`config.mk`:
```
export PLATFORM = sky130hd
export DESIGN_NAME = insertable_shift_array_flat
export DESIGN_NICKNAME = d
export VERILOG_FILES = /design/src/rtl/isa_pkg.sv /design/src/rtl/isa_in_if.sv /design/src/rtl/isa_out_if.sv /design/src/rtl/insertable_shift_array.sv /design/src/rtl/isa_cell.sv /design/src/rtl/isa_or_tree.sv /design/src/flat_wrapper.sv
export SDC_FILE = /design/constraint.sdc
export NUM_CORES = 2
export LEC_CHECK = 0
export BUFFER_PORTS_ARGS = -buffer_cell sky130_fd_sc_hd__buf_2
export CORE_UTILIZATION = 45
export CTS_BUF_LIST = sky130_fd_sc_hd__clkbuf_8
export CTS_CLUSTER_SIZE = 24
export DETAILED_ROUTE_END_ITERATION = 8
export PLACE_DENSITY = 0.71
export SYNTH_ARGS = -nofsm -noshare
export SYNTH_HDL_FRONTEND = slang
export SYNTH_SLANG_ARGS = --single-unit
```
`constraint.sdc`:
```
create_clock -name clk -period 10.1 [get_ports clk]
set_clock_uncertainty 0.15 [all_clocks]
set_input_delay 0.505 -clock clk [delete_from_list [all_inputs] [get_ports clk]]
set_output_delay 0.505 -clock clk [all_outputs]
set_load 0.03 [all_outputs]
```
`src/rtl/isa_pkg.sv`:
```
`timescale 1ns / 1ps

package isa_pkg;

	typedef enum logic [1:0] {
		KIND_READ   = 2'd0,
		KIND_APPEND = 2'd1,
		KIND_INSERT = 2'd2
	} kind_t;

	typedef enum logic [1:0] {
		ST_DONE  = 2'd0,
		ST_RANGE = 2'd1,
		ST_FULL  = 2'd2
	} status_t;

	typedef enum logic [1:0] {
		S_IDLE,
		S_READ,
		S_DONE
	} state_t;

	// per-cycle command broadcast to every cell of the row
	typedef struct packed {
		logic wr;     // write the target cell this cycle
		logic shift;  // cells above the target take their lower neighbor
		logic rd;     // target cell drives its word onto the read tree
	} cell_ctl_t;

	localparam int unsigned WORD_W   = 32;
	localparam int unsigned KIND_W   = 2;
	localparam int unsigned STATUS_W = 2;
	localparam int unsigned TREE_RADIX_LOG = 3;

endpackage

```
`src/rtl/isa_in_if.sv`:
```
`timescale 1ns / 1ps

interface isa_in_if #(
	parameter int unsigned IDX_W = 7
);
	logic                 valid;
	logic                 ready;
	logic [1:0]           kind;
	logic signed [31:0]   value;
	logic [IDX_W-1:0]     position;

	modport source (output valid, kind, value, position, input ready);
	modport sink   (input valid, kind, value, position, output ready);
endinterface

```
`src/rtl/isa_out_if.sv`:
```
`timescale 1ns / 1ps

interface isa_out_if #(
	parameter int unsigned IDX_W = 7
);
	logic                 valid;
	logic                 ready;
	logic signed [31:0]   read_value;
	logic [1:0]           status;
	logic [IDX_W-1:0]     count_now;

	modport source (output valid, read_value, status, count_now, input ready);
	modport sink   (input valid, read_value, status, count_now, output ready);
endinterface

```
`src/rtl/insertable_shift_array.sv`:
```
`timescale 1ns / 1ps

// Fixed-capacity array of signed 32-bit words with a fill count, held in a
// row of CAPACITY cells, one word per cell. Each transfer on in_ch is a read
// at a position, an append, or an insert before a position; each gives one
// transfer on out_ch with the read word (zero unless a read succeeded), a
// status (done, position out of range, full) and the count after the
// operation. Append and insert finish in the cycle they are accepted: every
// cell above the insert point takes its lower neighbor's word in that same
// cycle, so writes run at one per cycle as long as out_ch keeps up. A read
// gathers the selected cell through a registered radix-8 OR tree; a read
// out of range answers at once. One item is in flight at a time; a new item
// is accepted in the cycle the previous result is taken. Entries are cleared
// logically at reset by the fill count: a cell above the count is never read.
module insertable_shift_array #(
	parameter int unsigned CAPACITY = 64,
	parameter int unsigned IDX_W    = $clog2(CAPACITY + 1)
) (
	input  logic           clk,
	input  logic           arst_n,
	isa_in_if.sink         in_ch,
	isa_out_if.source      out_ch
);
	import isa_pkg::*;

	localparam int unsigned LEVELS = ($clog2(CAPACITY) + TREE_RADIX_LOG - 1) / TREE_RADIX_LOG;
	localparam int unsigned WAIT_W = $clog2(LEVELS + 1);

	state_t            state_q, state_d;
	logic [IDX_W-1:0]  count_q, count_d;
	logic [IDX_W-1:0]  tgt_q;
	logic [WAIT_W-1:0] wait_q;

	logic              out_valid_q;
	logic [WORD_W-1:0] rdv_q;
	logic [1:0]        st_q;
	logic [IDX_W-1:0]  cnt_q;

	logic              out_free;
	logic              accept;
	logic              load_out;
	logic [WORD_W-1:0] load_rdv;
	status_t           load_st;

	logic              is_full;
	logic              rd_ok;
	logic              ins_range;
	logic              go_read;
	cell_ctl_t         ctl;
	logic [IDX_W-1:0]  wr_target;
	logic [IDX_W-1:0]  target;
	status_t           imm_st;

	logic [WORD_W-1:0] word [CAPACITY];
	logic [WORD_W-1:0] tap  [CAPACITY];
	logic [WORD_W-1:0] root;

	assign out_free    = !out_valid_q || out_ch.ready;
	assign in_ch.ready = (state_q == S_IDLE) && out_free;
	assign accept      = in_ch.valid && in_ch.ready;

	assign is_full   = (count_q == IDX_W'(CAPACITY));
	assign rd_ok     = (in_ch.position < count_q);
	assign ins_range = (in_ch.position > count_q);

	// decode the request: write command for the row, immediate status
	always_comb begin
		ctl       = '0;
		wr_target = in_ch.position;
		go_read   = 1'b0;
		imm_st    = ST_DONE;
		count_d   = count_q;
		case (in_ch.kind)
			KIND_READ: begin
				if (rd_ok) begin
					go_read = 1'b1;
				end else begin
					imm_st = ST_RANGE;
				end
			end
			KIND_APPEND: begin
				wr_target = count_q;
				if (is_full) begin
					imm_st = ST_FULL;
				end else begin
					ctl.wr  = accept;
					count_d = count_q + 1'b1;
				end
			end
			KIND_INSERT: begin
				if (ins_range) begin
					imm_st = ST_RANGE;
				end else if (is_full) begin
					imm_st = ST_FULL;
				end else begin
					ctl.wr    = accept;
					ctl.shift = 1'b1;
					count_d   = count_q + 1'b1;
				end
			end
			default: begin
				imm_st = ST_RANGE;
			end
		endcase
		// while a read runs, hold the row still and select the latched position
		ctl.rd = (state_q != S_IDLE);
		target = (state_q == S_IDLE) ? wr_target : tgt_q;
	end

	// sequencer: next state and result load
	always_comb begin
		state_d  = state_q;
		load_out = 1'b0;
		load_rdv = '0;
		load_st  = imm_st;
		unique case (state_q)
			S_IDLE: begin
				if (accept) begin
					if (go_read) begin
						state_d = S_READ;
					end else begin
						load_out = 1'b1;
					end
				end
			end
			S_READ: begin
				if (wait_q == WAIT_W'(LEVELS - 1)) begin
					state_d = S_DONE;
				end
			end
			S_DONE: begin
				if (out_free) begin
					load_out = 1'b1;
					load_rdv = root;
					load_st  = ST_DONE;
					state_d  = S_IDLE;
				end
			end
			default: begin
				state_d = S_IDLE;
			end
		endcase
	end

	always_ff @(posedge clk or negedge arst_n) begin
		if (!arst_n) begin
			state_q <= S_IDLE;
			count_q <= '0;
			wait_q  <= '0;
		end else begin
			state_q <= state_d;
			if (accept) begin
				count_q <= count_d;
			end
			// count tree levels while the read drains
			if (state_q == S_READ) begin
				wait_q <= wait_q + 1'b1;
			end else begin
				wait_q <= '0;
			end
		end
	end

	// latch the read position for the tree walk
	always_ff @(posedge clk) begin
		if (accept) begin
			tgt_q <= in_ch.position;
		end
	end

	// output register: hold until the transfer completes
	always_ff @(posedge clk or negedge arst_n) begin
		if (!arst_n) begin
			out_valid_q <= 1'b0;
		end else if (load_out) begin
			out_valid_q <= 1'b1;
		end else if (out_ch.ready) begin
			out_valid_q <= 1'b0;
		end
	end

	always_ff @(posedge clk) begin
		if (load_out) begin
			rdv_q <= load_rdv;
			st_q  <= load_st;
			cnt_q <= (state_q == S_IDLE) ? count_d : count_q;
		end
	end

	assign out_ch.valid      = out_valid_q;
	assign out_ch.read_value = rdv_q;
	assign out_ch.status     = st_q;
	assign out_ch.count_now  = cnt_q;

	// row of cells, cell 0 at the bottom takes zero from below
	for (genvar i = 0; i < CAPACITY; i++) begin : g_cell
		logic [WORD_W-1:0] lower;
		if (i == 0) begin : g_bottom
			assign lower = '0;
		end else begin : g_link
			assign lower = word[i-1];
		end
		isa_cell #(
			.INDEX (i),
			.IDX_W (IDX_W)
		) u_cell (
			.clk    (clk),
			.ctl    (ctl),
			.target (target),
			.value  (in_ch.value),
			.lower  (lower),
			.word   (word[i]),
			.tap    (tap[i])
		);
	end

	isa_or_tree #(
		.LEAVES (CAPACITY),
		.LEVELS (LEVELS)
	) u_tree (
		.clk  (clk),
		.leaf (tap),
		.root (root)
	);
endmodule

```
`src/rtl/isa_cell.sv`:
```
`timescale 1ns / 1ps

module isa_cell #(
	parameter int unsigned INDEX = 0,
	parameter int unsigned IDX_W = 7
) (
	input  logic                         clk,
	input  isa_pkg::cell_ctl_t           ctl,
	input  logic [IDX_W-1:0]             target,
	input  logic [isa_pkg::WORD_W-1:0]   value,
	input  logic [isa_pkg::WORD_W-1:0]   lower,
	output logic [isa_pkg::WORD_W-1:0]   word,
	output logic [isa_pkg::WORD_W-1:0]   tap
);
	import isa_pkg::*;

	logic [WORD_W-1:0] word_q;
	logic              hit;
	logic              above;

	assign hit   = (target == IDX_W'(INDEX));
	assign above = (IDX_W'(INDEX) > target);

	// load at the target, move up above it, hold elsewhere
	always_ff @(posedge clk) begin
		if (ctl.wr && hit) begin
			word_q <= value;
		end else if (ctl.wr && ctl.shift && above) begin
			word_q <= lower;
		end
	end

	assign word = word_q;
	assign tap  = (ctl.rd && hit) ? word_q : '0;
endmodule

```
`src/rtl/isa_or_tree.sv`:
```
`timescale 1ns / 1ps

module isa_or_tree #(
	parameter int unsigned LEAVES = 64,
	parameter int unsigned LEVELS = 2
) (
	input  logic                         clk,
	input  logic [isa_pkg::WORD_W-1:0]   leaf [LEAVES],
	output logic [isa_pkg::WORD_W-1:0]   root
);
	import isa_pkg::*;

	localparam int unsigned RADIX = 1 << TREE_RADIX_LOG;
	localparam int unsigned PAD   = 1 << (TREE_RADIX_LOG * LEVELS);

	logic [WORD_W-1:0] node [LEVELS+1][PAD];

	for (genvar j = 0; j < PAD; j++) begin : g_leaf
		if (j < LEAVES) begin : g_used
			assign node[0][j] = leaf[j];
		end else begin : g_pad
			assign node[0][j] = '0;
		end
	end

	// one register level per radix-8 merge
	for (genvar k = 0; k < LEVELS; k++) begin : g_lvl
		localparam int unsigned N_OUT = PAD >> (TREE_RADIX_LOG * (k + 1));
		for (genvar j = 0; j < PAD; j++) begin : g_node
			if (j < N_OUT) begin : g_or
				always_ff @(posedge clk) begin
					logic [WORD_W-1:0] acc;
					acc = '0;
					for (int r = 0; r < RADIX; r++) begin
						acc = acc | node[k][j*RADIX + r];
					end
					node[k+1][j] <= acc;
				end
			end else begin : g_zero
				assign node[k+1][j] = '0;
			end
		end
	end

	assign root = node[LEVELS][0];
endmodule

```
`src/flat_wrapper.sv`:
```
// flat-port wrapper written by rule: the top's interface ports become plain ports
module insertable_shift_array_flat import isa_pkg::*;
#(
	parameter int unsigned CAPACITY = 64,
	parameter int unsigned IDX_W    = $clog2(CAPACITY + 1)
)
  (clk, arst_n, in_ch_valid, in_ch_kind, in_ch_value, in_ch_position, in_ch_ready, out_ch_valid, out_ch_read_value, out_ch_status, out_ch_count_now, out_ch_ready);
  isa_in_if #(.IDX_W(IDX_W)) in_ch_i ();
  isa_out_if #(.IDX_W(IDX_W)) out_ch_i ();
  input  logic clk;
  input  logic arst_n;
  input wire logic [$bits(in_ch_i.valid)-1:0] in_ch_valid;
  input wire logic [$bits(in_ch_i.kind)-1:0] in_ch_kind;
  input wire logic [$bits(in_ch_i.value)-1:0] in_ch_value;
  input wire logic [$bits(in_ch_i.position)-1:0] in_ch_position;
  output wire logic [$bits(in_ch_i.ready)-1:0] in_ch_ready;
  output wire logic [$bits(out_ch_i.valid)-1:0] out_ch_valid;
  output wire logic [$bits(out_ch_i.read_value)-1:0] out_ch_read_value;
  output wire logic [$bits(out_ch_i.status)-1:0] out_ch_status;
  output wire logic [$bits(out_ch_i.count_now)-1:0] out_ch_count_now;
  input wire logic [$bits(out_ch_i.ready)-1:0] out_ch_ready;
  assign in_ch_i.valid = in_ch_valid;
  assign in_ch_i.kind = in_ch_kind;
  assign in_ch_i.value = in_ch_value;
  assign in_ch_i.position = in_ch_position;
  assign in_ch_ready = in_ch_i.ready;
  assign out_ch_valid = out_ch_i.valid;
  assign out_ch_read_value = out_ch_i.read_value;
  assign out_ch_status = out_ch_i.status;
  assign out_ch_count_now = out_ch_i.count_now;
  assign out_ch_i.ready = out_ch_ready;
  insertable_shift_array #(.CAPACITY(CAPACITY), .IDX_W(IDX_W)) u_core (.clk(clk), .arst_n(arst_n), .in_ch(in_ch_i), .out_ch(out_ch_i));
endmodule
```
# [Word-level counts from Yosys, hierarchy flattened]
# Index checks and enable logic that the tools add are counted.
[totals] regBits=2396 latchBits=0 mem_bits_rw=0 rom_bits=0 input_bits=45 wordCells=776 n_memories=0
[op_classes] add_sub_neg=2 n_mul=0 div=0 magnitude_cmp=66 n_eq_ne=73 shifts=0 muxes=223 bitwise=63 n_reduce_logical=268
[ops] op="2-to-1 mux 32 bit" count=192
[ops] op="OR 32 bit" count=63
[ops] op="== test 7 x 6 -> 1 bit (second input constant)" count=32
[ops] op="greater-than comparator 6 x 7 -> 1 bit (first input constant)" count=32
[ops] op="logical AND 1 bit" count=195
[ops] op="nonzero test 2 bit" count=66
[ops] op="== test 7 x 5 -> 1 bit (second input constant)" count=16
[ops] op="greater-than comparator 5 x 7 -> 1 bit (first input constant)" count=16
[ops] op="== test 7 x 4 -> 1 bit (second input constant)" count=8
[ops] op="greater-than comparator 4 x 7 -> 1 bit (first input constant)" count=8
[ops] op="2-to-1 mux 7 bit" count=5
[ops] op="== test 7 x 3 -> 1 bit (second input constant)" count=4
[ops] op="greater-than comparator 3 x 7 -> 1 bit (first input constant)" count=4
[ops] op="2-to-1 mux 2 bit" count=11
[ops] op="== test 7 x 2 -> 1 bit (second input constant)" count=2
[ops] op="greater-than comparator 1 x 7 -> 1 bit (first input constant)" count=2
[ops] op="greater-than comparator 2 x 7 -> 1 bit (first input constant)" count=2
[ops] op="case mux 7 bit (2 select lines)" count=1
[ops] op="case mux 2 bit (3 select lines)" count=2
[ops] op="2-to-1 mux 1 bit" count=10
[ops] op="!= test 2 x 1 -> 1 bit (second input constant)" count=4
[ops] op="adder 7 x 1 -> 7 bit (second input constant)" count=1
[ops] op="== test 7 x 1 -> 1 bit (second input constant)" count=1
[ops] op="== test 7 bit (second input constant)" count=1
[ops] op="other kinds (12)" count=17

# [Longest topological paths before layout]
[depth] word_depth=13 depth_mapped=13 depth_no_buf=9

# [Least setup slack after synthesis]
# No wires, ideal clock.
[synth_path] path_kind="input to register" from="input in_ch_kind[1]" to="register u_core.g_cell[44].u_cell.word_q[0] (enable)" setup_time_ns=0.533 arrival_ns=6.176 required_time_ns=9.417 slack_ns=3.241 path_stages=11 path_cell_list="inv_1 > ha_1 > buf_2 > mux2i_1 > o21a_1 > buf_2 > buf_1 > clkbuf_1 > clkbuf_1 > nor2_1 > o311ai_0"
[synth_via] elab_chain_len=6 word_cells_on_any_way=12 classes_between="order compare: 1; eq/ne: 3; mux: 4; reduce/logical: 4"
[synth_lines] item="from (decl)" line_no="flat_wrapper.sv:13" source="input wire logic [$bits(in_ch_i.kind)-1:0] in_ch_kind;"
[synth_lines] item="== test 2 x 1 -> 1 bit" line_no="insertable_shift_array.sv:73" source="case (in_ch.kind)"
[synth_lines] item="2-to-1 mux 7 bit" line_no="insertable_shift_array.sv:73"
[synth_lines] item="2-to-1 mux 7 bit" line_no="insertable_shift_array.sv:107" source="target = (state_q == S_IDLE) ? wr_target : tgt_q;"
[synth_lines] item="greater-than comparator 6 x 7 -> 1 bit / == test 7 x 6 -> 1 bit (equally long branches)" line_no="isa_cell.sv:22, isa_cell.sv:21"
[synth_lines] item="logical AND 1 bit, on equally long branches" line_no="isa_cell.sv:28, isa_cell.sv:26"
[synth_lines] item="nonzero test 2 bit (no source line) (*)"
[synth_lines] item="to (signal assigned)" line_no="isa_cell.sv:27" source="word_q <= value;"
[synth_lines] item="to (signal assigned)" line_no="isa_cell.sv:29" source="word_q <= lower;"
[synth_lines] item="to (decl)" line_no="isa_cell.sv:17" source="logic [WORD_W-1:0] word_q;"
# Mark *: on every way between the ends. The rest lies on a longest branch, timed or not.
# A chain may end at the register's enable or synchronous reset.

# [Worst setup path in the final report]
[layout_path] from="register u_core.state_q[0]" to="register u_core.g_cell[11].u_cell.word_q[1] (enable)"
[layout_via] elab_chain_len=9 word_cells_on_any_way=14 classes_between="order compare: 1; eq/ne: 1; mux: 5; reduce/logical: 7"
[layout_lines] item="from (decl)" line_no="insertable_shift_array.sv:29" source="state_t state_q, state_d;"
[layout_lines] item="from (signal assigned)" line_no="insertable_shift_array.sv:151" source="state_q <= state_d;"
[layout_lines] item="logical NOT 2 bit (*)" line_no="insertable_shift_array.sv:59, insertable_shift_array.sv:107"
[layout_lines] item="parallel branches: the longest is 7 deep, another holds greater-than comparator 4 x 7 -> 1 bit"
[layout_lines] item="nonzero test 2 bit (no source line) (*)"
[layout_lines] item="to (signal assigned)" line_no="isa_cell.sv:27"
[layout_lines] item="to (signal assigned)" line_no="isa_cell.sv:29"
[layout_lines] item="to (decl)" line_no="isa_cell.sv:17"
# Every way passes the cells marked *.

==> results.sh <==
export IMPL_async_flop_share_pct=0.501
export IMPL_die_w_um=495
export IMPL_yosys_most_used_dff="edfxtp_1"
export IMPL_cts_made_buffers=396
export IMPL_fmax_mhz=170
export IMPL_grt_max_degree=67
export IMPL_top_usage_layer="met2"
export IMPL_yosys_top_cells_area="edfxtp_1 (58%), mux2_2 (21%), dfxtp_1 (5.3%)"
export IMPL_cts_max_level=5
export IMPL_hold_path_class="input pin to register"
export IMPL_clkSinkCount=2396
export IMPL_antenna_left=0
export IMPL_grt_pass1_wl_um=537000
export IMPL_tightest_slew_ns=1.43
export IMPL_grt_use_met1_pct=37.9
export IMPL_syn_nets=7667
export IMPL_clockBufferDepth=4
export IMPL_cp_start_kind="register"
export IMPL_cap_viol_max_count=0
export IMPL_synthCells=7607
export IMPL_violations="DRC"
export IMPL_fin_util_pct=50.6
export IMPL_p_leak_uw=0.0420
export IMPL_synth_edff_count=2096
export IMPL_drt_iter0_drc=12115
export IMPL_grt_ovfl_total=0
export IMPL_drc=10
export IMPL_ys_seq_elements=2396
export IMPL_layout_common_cells="edfxtp_1 (2096), mux2_2 (2001), nand2_1 (592)"
export IMPL_firstDrtPassIters=9
export IMPL_die_y_um=495
export IMPL_powerDensity_nw_per_um2=182
export IMPL_die_area_um2=245000
export IMPL_synth_warnings=0
export IMPL_critPathMaxFanout=41
export IMPL_routed_wl_um=385000
export IMPL_rows=180
export IMPL_synth_simple_gate_area_share_pct=5.57
export IMPL_clk_pin_slew_ns=0.06
export IMPL_tns_ns=0
export IMPL_initial_utilization_pct=45.3
export IMPL_cts_tree="built"
export IMPL_grt_usage_pct=30.7
export IMPL_status="finished with violations"
export IMPL_period_needed_ns=5.89
export IMPL_post_route_period_util_pct=58.3
export IMPL_postLayoutSetupSlackWorst_ns=4.21
export IMPL_critPathCaptureType="register"
export IMPL_area_growth_pct=11.6
export IMPL_preCtsSetupSlack_ns=3.97
export IMPL_layout_drive_gt1_share_pct=38.4
export IMPL_vias_per_cell=6.61
export IMPL_hpwlAfterDp_um=226000
export IMPL_root_buffer="clkbuf_8"
export IMPL_synth_fa_ha_area_share_pct=0.172
export IMPL_vias=73974
export IMPL_hold_viol=0
export IMPL_grt_pass1_vias=71797
export IMPL_ys_types=67
export IMPL_synth_largest_area_cell="edfxtp_1"
export IMPL_netlist_area_leader_share_pct=57.6
export IMPL_rsz0062_at_grt="no"
export IMPL_fin_hold_ws_ns=0.0529
export IMPL_finalSetupViolations=0
export IMPL_post_drt_wl_per_cell_um=34.5
export IMPL_synth_top_family_by_area="multiplexers"
export IMPL_yosys_area_share_xor_xnor_pct=0
export IMPL_relSlewSlack_pct=3.67
export IMPL_cp_arrival_ns=6.48
export IMPL_synth_area_um2=109000
export IMPL_met2_usage_pct=46.5
export IMPL_cts_resized=0
export IMPL_muxShareOfSynthArea_pct=21.2
export IMPL_synth_compound_area_share_pct=7.22
export IMPL_ys_seq_area_share_pct=63.2
export IMPL_io_buffers=87
export IMPL_top_level_ports=88
export IMPL_insertion_delay_ns=1.17
export IMPL_grt_met3_usage_pct=8.49
export IMPL_final_common_cell="edfxtp_1"
export IMPL_layout_cells_non_filler=11183
export IMPL_dp_cells=10433
export IMPL_layout_nets=7728
export IMPL_place_gp_congestion=0.971
export IMPL_syn_area_per_cell_um2=14.4
export IMPL_path_class="register to register"
export IMPL_ir_drop_mv=0.133
export IMPL_worstPathRequired_ns=10.69
export IMPL_coreArea_um2=241000
export IMPL_antenna_found_initial=27
export IMPL_drv_slew=0
==> registers in the layout, summed over array words and instances, names as in the netlist, 7 cells and up <==
name	count
u_core.count_q	7
u_core.u_tree.root	32
u_core.out_ch.count_now	7
u_core.tgt_q	7
u_core.out_ch.read_value	32
u_core.g_cell.u_cell.word	2048
u_core.u_tree.node	256
==> worst max-delay path: stages, from the launching register on <==
cell and delay (ns):
dfrtp_1 0.66, or2_1 0.29, buf_4 0.31, o21a_4 0.74
nand2_1 0.56, nor2_2 1.02, nand2_2 0.91, nand2_1 0.26
buf_4 0.51
==> area by class of cell <==
type	instances	area, µm²
Antenna cell	16	40.0
Clock buffer	489	6730
Clock inverter	223	1120
Fill cell	20097	119000
Inverter	15	56.3
Multi-Input combinational cell	4509	38500
Sequential cell	2396	69000
Tap cell	3185	3990
Timing Repair Buffer	350	2480
==> path summary, 6_finish.rpt <==
kind	from	end	slack, ns	depth (start not counted)
worst max-delay path	u_core.state_q[0]	u_core.g_cell[11].u_cell.word[1]	4.21	8
worst min register to register	u_core.u_tree.node[3907]	u_core.u_tree.root[3]	0.26	2
min in group asynchronous	arst_n	u_core.count_q[1]	0.33	3
worst max register to register	u_core.state_q[0]	u_core.g_cell[11].u_cell.word[1]	4.21	8
worst min-delay path	in_ch_value[31]	u_core.g_cell[0].u_cell.word[31]	0.05	2
max in group asynchronous	arst_n	u_core.state_q[1]	9.00	3
==> routing by layer <==
layer  wire, µm  part of all wire, %  vias up
met5         98                0.025        -
met4      31700                  8.2       14
met3      48900                   13     1199
met2     170000                   44     5699
met1     134000                   35    37190
li1           -                    -    29872
==> metrics by stage <==
| stage | cell area (µm²) | total power [µW] |
|---|---|---|
| 6_report | 122000 | 22100 |
| 5_1_grt | 122000 | 22700 |
| 4_1_cts | 122000 | 22100 |
| 3_5_place_dp | 114000 | 13600 |
| 3_3_place_gp | 114000 | 13600 |
| 2_1_floorplan | 109000 | 12500 |
==> synth_stat cells, types with 23 or more instances <==
cell type	count
clkbuf_1	449
o22ai_1	23
buf_1	69
a221oi_1	88
a22o_1	25
dfxtp_1	288
and2_1	65
nand2_1	620
a22oi_1	403
nand3_1	278
a21oi_1	295
nor2_1	166
mux2i_1	45
nor3_1	52
o21ai_0	48
a222oi_1	157
nand4_1	24
mux2_2	2001
nor4_1	75
edfxtp_1	2096
buf_2	160
==> where the power goes <==
| part | leakage, µW | internal (µW) | switching (µW) | total (µW) |
|---|---|---|---|---|
| Sequential | 0.0215 | 10900 | 168 | 11100 |
| Combinational | 0.0159 | 530 | 1960 | 2490 |
| Clock | 0.00457 | 4550 | 4030 | 8590 |
| Total | 0.0420 | 16000 | 6160 | 22100 |
==> cells by family after synthesis <==
family                     Yosys count
muxes                             2061
and+or+nand+nor                   1339
buffers and inverters              702
DFF                               2396
AOI/OAI and AO/OA                 1094
adders and majority gates           15
==> repair_timing <==
item	4_1_cts	5_1_grt
hold endpoints to repair	57	0
setup buffers	0	0
hold buffers	22	0
No activity file was read; power rests on OpenSTA's default activity.
